[src/rtl/uifp_pkg.sv]
// Package of the UDP/IPv4 fragment planner: sizes, header constants, types
// and the segment size function. No dependencies.
package uifp_pkg;

    localparam int BUFFER_USABLE = 2048;

    localparam int MTU_W      = 14;
    localparam int LEN_W      = 16;
    localparam int OFF_W      = 13;
    localparam int LIM_W      = MTU_W + 1;
    localparam int SEG_W      = $clog2(BUFFER_USABLE + 1);
    localparam int MAX_RESULTS = 64;
    localparam int CNT_W      = $clog2(MAX_RESULTS);

    localparam logic [MTU_W-1:0] MTU_RESET   = MTU_W'(1500);
    localparam logic [MTU_W-1:0] MTU_FLOOR   = MTU_W'(1044);
    localparam logic [LIM_W-1:0] LIMIT_FLOOR = LIM_W'(1058);
    localparam logic [LIM_W-1:0] LIMIT_CEIL  = LIM_W'(BUFFER_USABLE);
    localparam logic [LIM_W-1:0] ETH_HDR     = LIM_W'(14);
    localparam logic [LIM_W-1:0] HDR_ALL     = LIM_W'(42);
    localparam logic [LEN_W-1:0] IP_HDR      = LEN_W'(20);
    localparam logic [LEN_W-1:0] UDP_HDR     = LEN_W'(8);
    localparam logic [LEN_W-1:0] IP_UDP_HDR  = LEN_W'(28);
    localparam logic [LEN_W-1:0] PAYLOAD_LIMIT = LEN_W'((1 << 16) - 28);
    localparam logic [LEN_W-1:0] ID_RESET    = LEN_W'(16'h0432);
    localparam logic [CNT_W-1:0] CNT_LAST    = CNT_W'(MAX_RESULTS - 1);

    localparam logic STATUS_OK  = 1'b0;
    localparam logic STATUS_ERR = 1'b1;

    typedef enum logic [2:0] {
        S_IDLE = 3'b001,
        S_PLAN = 3'b010,
        S_FRAG = 3'b100
    } state_t;

    // Result payload, lowest field last in the declaration.
    typedef struct packed {
        logic             pad;
        logic [LEN_W-1:0] data_bytes;
        logic [LEN_W-1:0] data_start;
        logic [LEN_W-1:0] ip_id;
        logic             dont_fragment_bit;
        logic             more_fragments;
        logic [OFF_W-1:0] fragment_offset;
        logic [LEN_W-1:0] udp_length;
        logic [LEN_W-1:0] ip_total_length;
    } result_t;

    function automatic logic [SEG_W-1:0] seg_from_mtu(input logic [MTU_W-1:0] mtu);
        logic [MTU_W-1:0] mtu_eff;
        logic [LIM_W-1:0] lim;
        logic [LIM_W-1:0] room;
        mtu_eff = (mtu < MTU_FLOOR) ? MTU_FLOOR : mtu;
        lim     = LIM_W'(mtu_eff) + ETH_HDR;
        if (lim > LIMIT_CEIL)
            lim = LIMIT_CEIL;
        if (lim < LIMIT_FLOOR)
            lim = LIMIT_FLOOR;
        room = (lim - HDR_ALL) & ~LIM_W'(7);
        return room[SEG_W-1:0];
    endfunction

    localparam logic [SEG_W-1:0] SEG_RESET = seg_from_mtu(MTU_RESET);

endpackage

[src/rtl/udp_ipv4_fragment_planner_unit.sv]
// Top level of the UDP/IPv4 fragment planner: request in, one header plan
// per IPv4 packet out. Depends on uifp_pkg.
//
// A request is taken while idle and planned in the next cycle, which emits
// either the single unfragmented plan, the error result or the first
// fragment; each further fragment then follows from the fragment state,
// and the result side can stall any of them. One shared subtractor
// compares the payload against the segment size in the planning cycle and
// yields the remaining byte count for each later fragment. s_axis_tready
// is high only between requests. A path_mtu write is taken only while the
// block is idle with no result pending, and recomputes the segment size at once.
module udp_ipv4_fragment_planner_unit (
    input  logic                       clk,
    input  logic                       rst_n,
    input  logic                       cfg_valid,
    output logic                       cfg_ready,
    input  logic [uifp_pkg::MTU_W-1:0] cfg_data,        // path_mtu
    input  logic                       s_axis_tvalid,
    output logic                       s_axis_tready,
    // [15:0] payload_length, [16] dont_fragment, [23:17] zero
    input  logic [23:0]                s_axis_tdata,
    output logic                       m_axis_tvalid,
    input  logic                       m_axis_tready,
    // [15:0] ip_total_length, [31:16] udp_length, [44:32] fragment_offset,
    // [45] more_fragments, [46] dont_fragment_bit, [62:47] ip_id,
    // [78:63] data_start, [94:79] data_bytes, [95] zero
    output logic [95:0]                m_axis_tdata,
    output logic                       m_axis_tuser,    // [0] status
    output logic                       m_axis_tlast     // last
);

    localparam int LEN_W = uifp_pkg::LEN_W;
    localparam int OFF_W = uifp_pkg::OFF_W;
    localparam int SEG_W = uifp_pkg::SEG_W;
    localparam int CNT_W = uifp_pkg::CNT_W;

    uifp_pkg::state_t        state_reg, state_next;
    logic [SEG_W-1:0]        seg_reg;
    logic [LEN_W-1:0]        fragment_id_reg, fragment_id_next;
    logic                    out_valid_reg, out_valid_next;

    logic [LEN_W-1:0]        len_reg, len_next;
    logic                    df_reg, df_next;
    logic [LEN_W-1:0]        start_reg, start_next;
    logic [OFF_W-1:0]        off_reg, off_next;
    logic [CNT_W-1:0]        cnt_reg, cnt_next;
    logic [LEN_W-1:0]        id_cur_reg, id_cur_next;
    uifp_pkg::result_t       out_reg, out_next;
    logic                    status_reg, status_next;
    logic                    last_reg, last_next;

    logic                    in_fire;
    logic                    can_load;
    logic [LEN_W-1:0]        sub_b;
    logic [LEN_W:0]          diff;
    logic                    len_gt_seg;
    logic [LEN_W-1:0]        seg_ext;
    logic [LEN_W-1:0]        seg8;
    logic [LEN_W-1:0]        rem;
    logic [LEN_W-1:0]        take;
    logic                    fin;

    assign cfg_ready     = (state_reg == uifp_pkg::S_IDLE) && !out_valid_reg;
    assign s_axis_tready = (state_reg == uifp_pkg::S_IDLE);
    assign in_fire       = s_axis_tvalid && s_axis_tready;
    assign can_load      = !out_valid_reg || m_axis_tready;

    assign m_axis_tvalid = out_valid_reg;
    assign m_axis_tdata  = out_reg;
    assign m_axis_tuser  = status_reg;
    assign m_axis_tlast  = last_reg;

    // Shared subtractor: payload minus segment size, or payload minus start.
    assign seg_ext    = LEN_W'(seg_reg);
    assign seg8       = seg_ext + uifp_pkg::UDP_HDR;
    assign sub_b      = (state_reg == uifp_pkg::S_PLAN) ? seg_ext : start_reg;
    assign diff       = {1'b0, len_reg} - {1'b0, sub_b};
    assign len_gt_seg = !diff[LEN_W] && (diff[LEN_W-1:0] != '0);
    assign rem        = diff[LEN_W-1:0];
    assign take       = (rem < seg8) ? rem : seg8;
    assign fin        = (rem <= seg8) || (cnt_reg == uifp_pkg::CNT_LAST);

    always_comb
    begin
        state_next       = state_reg;
        fragment_id_next = fragment_id_reg;
        out_valid_next   = out_valid_reg;
        len_next         = len_reg;
        df_next          = df_reg;
        start_next       = start_reg;
        off_next         = off_reg;
        cnt_next         = cnt_reg;
        id_cur_next      = id_cur_reg;
        out_next         = out_reg;
        status_next      = status_reg;
        last_next        = last_reg;

        if (out_valid_reg && m_axis_tready)
            out_valid_next = 1'b0;

        case (state_reg)
            uifp_pkg::S_IDLE:
            begin
                if (in_fire)
                begin
                    len_next   = s_axis_tdata[LEN_W-1:0];
                    df_next    = s_axis_tdata[LEN_W];
                    state_next = uifp_pkg::S_PLAN;
                end
            end
            uifp_pkg::S_PLAN:
            begin
                if (can_load)
                begin
                    out_valid_next = 1'b1;
                    out_next       = '0;
                    status_next    = uifp_pkg::STATUS_OK;
                    last_next      = 1'b1;
                    state_next     = uifp_pkg::S_IDLE;
                    if (!len_gt_seg)
                    begin
                        out_next.ip_total_length   = len_reg + uifp_pkg::IP_UDP_HDR;
                        out_next.udp_length        = len_reg + uifp_pkg::UDP_HDR;
                        out_next.dont_fragment_bit = df_reg;
                        out_next.data_bytes        = len_reg;
                    end
                    else if (df_reg || (len_reg >= uifp_pkg::PAYLOAD_LIMIT))
                    begin
                        status_next = uifp_pkg::STATUS_ERR;
                    end
                    else
                    begin
                        out_next.ip_total_length = seg_ext + uifp_pkg::IP_UDP_HDR;
                        out_next.udp_length      = len_reg + uifp_pkg::UDP_HDR;
                        out_next.more_fragments  = 1'b1;
                        out_next.ip_id           = fragment_id_reg;
                        out_next.data_bytes      = seg_ext;
                        last_next                = 1'b0;
                        id_cur_next              = fragment_id_reg;
                        fragment_id_next         = fragment_id_reg + LEN_W'(1);
                        start_next               = seg_ext;
                        off_next                 = OFF_W'(seg8 >> 3);
                        cnt_next                 = CNT_W'(1);
                        state_next               = uifp_pkg::S_FRAG;
                    end
                end
            end
            uifp_pkg::S_FRAG:
            begin
                if (can_load)
                begin
                    out_valid_next             = 1'b1;
                    status_next                = uifp_pkg::STATUS_OK;
                    last_next                  = fin;
                    out_next.pad               = 1'b0;
                    out_next.ip_total_length   = take + uifp_pkg::IP_HDR;
                    out_next.udp_length        = len_reg + uifp_pkg::UDP_HDR;
                    out_next.fragment_offset   = off_reg;
                    out_next.more_fragments    = !fin;
                    out_next.dont_fragment_bit = 1'b0;
                    out_next.ip_id             = id_cur_reg;
                    out_next.data_start        = start_reg;
                    out_next.data_bytes        = take;
                    start_next                 = start_reg + take;
                    off_next                   = off_reg + OFF_W'(take >> 3);
                    cnt_next                   = cnt_reg + CNT_W'(1);
                    if (fin)
                        state_next = uifp_pkg::S_IDLE;
                end
            end
            default:
            begin
                state_next = uifp_pkg::S_IDLE;
            end
        endcase
    end

    always_ff @(posedge clk or negedge rst_n)
    begin
        if (!rst_n)
        begin
            state_reg       <= uifp_pkg::S_IDLE;
            seg_reg         <= uifp_pkg::SEG_RESET;
            fragment_id_reg <= uifp_pkg::ID_RESET;
            out_valid_reg   <= 1'b0;
        end
        else
        begin
            state_reg       <= state_next;
            fragment_id_reg <= fragment_id_next;
            out_valid_reg   <= out_valid_next;
            if (cfg_valid && cfg_ready)
                seg_reg <= uifp_pkg::seg_from_mtu(cfg_data);
        end
    end

    always_ff @(posedge clk)
    begin
        len_reg    <= len_next;
        df_reg     <= df_next;
        start_reg  <= start_next;
        off_reg    <= off_next;
        cnt_reg    <= cnt_next;
        id_cur_reg <= id_cur_next;
        out_reg    <= out_next;
        status_reg <= status_next;
        last_reg   <= last_next;
    end

endmodule

[config.mk]
export PLATFORM = sky130hd
export DESIGN_NAME = udp_ipv4_fragment_planner_unit
export DESIGN_NICKNAME = d
export VERILOG_FILES = /design/src/rtl/uifp_pkg.sv /design/src/rtl/udp_ipv4_fragment_planner_unit.sv
export SDC_FILE = /design/constraint.sdc
export NUM_CORES = 1
export LEC_CHECK = 0
export ABC_CLOCK_PERIOD_IN_PS = 8230
export BUFFER_PORTS_ARGS = -buffer_cell sky130_fd_sc_hd__buf_2
export CAP_MARGIN = 15
export CORE_MARGIN = 2
export CORE_UTILIZATION = 53
export DETAILED_ROUTE_END_ITERATION = 8
export GPL_ROUTABILITY_DRIVEN = 0
export PLACE_DENSITY = 0.77
export SYNTH_ARGS = -nofsm -noshare
export SYNTH_HDL_FRONTEND = slang
export SYNTH_SLANG_ARGS = --single-unit
[constraint.sdc]
create_clock -name clk -period 8.23 [get_ports clk]
set_input_delay 0.823 -clock clk [delete_from_list [all_inputs] [get_ports clk]]
set_output_delay 0.823 -clock clk [all_outputs]
set_load 0.05 [all_outputs]
==> results.tsv <==
metric	value	unit
result of the run	finished, final reports clean	
Die ar.	0.0233	mm2
Slowest Stage Delay on Critical Path	0.48	ns
HPWL after DPL	20.7	mm
syn_area_per_cell	10.2	um2
CTS sink count	192	
Final setup violation count	0	
aggregate global-route resource usage	0.254	
final critical delay including setup and external delays	7.81	ns
fillers	1785	
number of synthesized flops with an enable pin	163	
Die X	153	um
transition at the pin with the smallest max-transition slack	1.04	ns
number of flip-flops in the largest register	93	
number of storage elements in the synthesis netlist	192	
first-pass GRT wire length	46.8	mm
post-route ant nets	0	
count of H-tree levels built during CTS	4	
most frequent cells in the layout	edfxtp_1 (163), buf_2 (135), nor2_1 (113), nand2_1 (106), ha_1 (64)	
Worst Setup End Kind	flip-flop	
remaining global-route overflow	0	
dominant synthesized flop cell	edfxtp_1	
static leakage power	5.47	nW
sequential-to-total area share from yosys stat	0.482	
overall power	0.00439	W
reg2reg end	off_reg[12]$_SDFFCE_PN0P_	
Unique masters post-synth	79	
fmax	0.128	GHz
CTS Buffer Depth	2	
arrival time worst endpoint	7.98	ns
Cell Rows	54	
initial core utilization	0.537	
routed wire length per instance	18.9	um
Flop pwr share	0.322	
die height	153	um
final hold viol count	0	
Worst Setup SP	state_reg[1]$_DFFE_PN0P_	
First DRT Iteration DRCs	898	
period utilization	0.949	
layout overhead on the synthesized area	13.0	%
vias in the first global route	8788	
multi-input gate area in the final layout	0.00573	mm2
Clock power frac	0.174	
first-pass iteration count of the detailed router	5	
via count	9260	
path type of the worst setup path	reg2reg	
source-to-sink clock delay at the later pin of the worst-skew pair	0.44	ns
maximum number of pins on one net before global-route repair	78	
Critical Path Most Common Cell	o21ai_0	
fraction of power spent switching nets	0.445	
Power per Cell Area	333	mW/mm2
number of nets in the final layout	1376	
critical path's top delay family	compound AO/OA/AOI/OAI gates	
Switching Power	0.00196	W
slowest cell on the critical path	mux2i_2	
max-cap viol count	0	
synthesized instance count	1146	
Core Footprint	0.0218	mm2
combinational share of power	0.504	
clock-pin slew on the worst setup and hold paths	0.07	ns
DP Area	0.0126	mm2
Crit path required time	8.40	ns
footprint of the flip-flops and latches	0.00563	mm2
internal power	0.00244	W
largest fanout on the critical path	19	
Yosys warning count	0	
share of async-settable or async-resettable flops after synthesis	0.151	
Via density	5.94	
worst vdd rail ir drop	0.195	mV
CTS root buffer	clkbuf_16	
logic depth of the worst register-to-register path	30	
relative max-transition margin	0.287	
overall routed net length	29.4	mm
number of top-level pins	144	
Port Buffer Count	135	
post-synthesis instance area	0.0117	mm2
source of the worst register-to-register timing path	state_reg[1]$_DFFE_PN0P_	
CTS tree	built	
worst setup slack for register-to-register paths	0.42	ns
drc violations	0	
final design area excluding fillers	0.0132	mm2
leading cell type in the layout, fill and taps excluded	edfxtp_1	
initial antenna violation count	0	
Worst Setup Slack, final	0.418	ns
unrepaired setup endpoints after global routing	yes	
crit start category	flip-flop	
worst setup skew after layout	0.0123	ns
count of final max-slew check failures	0	
Final Util	0.607	
Min-Delay Path Class	in2async	
count of buffering cells on the critical path with inverters included	1	
TritonCTS buffer count	17	
post-place setup slack	0.400	ns
proportion of layout cells with a drive suffix above 1	0.177	
# diodes	0	
power groups by stage:
| stage | logic (W) | clock network [W] | registers, W |
|---|---|---|---|
| finish | 0.00222 | 0.000763 | 0.00142 |
| global route | 0.00241 | 0.000812 | 0.00143 |
| global placement | 0.00207 | 0 | 0.00142 |
| CTS | 0.00215 | 0.000771 | 0.00141 |
| detailed placement | 0.00213 | 0 | 0.00143 |
| floorplan | 0.00143 | 0 | 0.00160 |
layer usage:
layer,wire [um],up-vias,track usage
li1,-,4385,-
met1,12400,4355,0.349
met2,13600,439,0.403
met3,2350,81,0.0415
met4,1090,0,0.104
met5,0,-,0
cells by family after synthesis:
| kind of cell | share of synthesized area |
|---|---|
| and+or+nand+nor | 0.194 |
| buffers and inverters | 0.0335 |
| muxes | 0.0185 |
| AOI/OAI and AO/OA | 0.125 |
| other | 0.000321 |
| DFF | 0.482 |
| xor gates and xnor gates | 0.0742 |
| adders and majority gates | 0.0736 |
timing repair:
action                                  in CTS  in global routing
hold buffers                                 0                  0
setup buffers                                0                  0
endpoints found under the setup margin       0                 10
gates resized for setup                      0                  4
stage by stage:
step	TNS [ns]	hold WS, ns	instances
6_report	0	0.402	1559
3_5_place_dp	0	0.445	1526
2_1_floorplan	0	0.425	1150
4_1_cts	0	0.415	1558
3_3_place_gp	0	0.433	1526
5_1_grt	-0.0866	0.449	1559
cell usage after synthesis, types with 4 or more instances:
master    number  area share
edfxtp_1     163        0.42
o31a_1         5      0.0037
a31oi_1       16      0.0086
a21oi_1       50       0.021
or3_1         11      0.0059
ha_1          64       0.069
dfrtp_1       20       0.043
dfstp_2        9       0.020
nand2b_1      19       0.010
and2_1        16      0.0086
and3_1        50       0.027
nor2b_1       18      0.0096
o21ai_0       60       0.026
a311oi_1       5      0.0037
nand4_1       15      0.0080
or2_2          5      0.0027
nor3_1        15      0.0064
xor2_1        53       0.040
o21bai_1       4      0.0026
o21ai_1        5      0.0021
o21a_1        11      0.0071
inv_1         42       0.013
a21boi_0       7      0.0045
nor2_1       113       0.036
nand2_1      107       0.034
o31ai_1        7      0.0045
o211ai_1       4      0.0026
mux2i_1       18       0.015
nor4_1         7      0.0037
buf_2          7      0.0030
buf_1          6      0.0019
xnor2_1       46       0.034
nand3_1       48       0.021
a21o_1        14      0.0090
clkbuf_1      35       0.011
cell type report:
type | instances | share of cell area
clock buffer | 19 | 0.0335
clock inverter | 13 | 0.00663
inverter | 42 | 0.0119
multi-input combinational | 863 | 0.434
sequential | 192 | 0.426
tap | 280 | 0.0265
timing repair buffer | 150 | 0.0612
worst max-delay path by stage:
stage	endpoint	cells past startpoint
after floorplan	start_reg[13]$_SDFFCE_PN0P_	34
after global placement	start_reg[13]$_SDFFCE_PN0P_	29
after detailed placement	off_reg[12]$_SDFFCE_PN0P_	30
after CTS	off_reg[12]$_SDFFCE_PN0P_	30
after global routing	off_reg[12]$_SDFFCE_PN0P_	30
final	off_reg[12]$_SDFFCE_PN0P_	30
(Power assumes the default switching activity.)
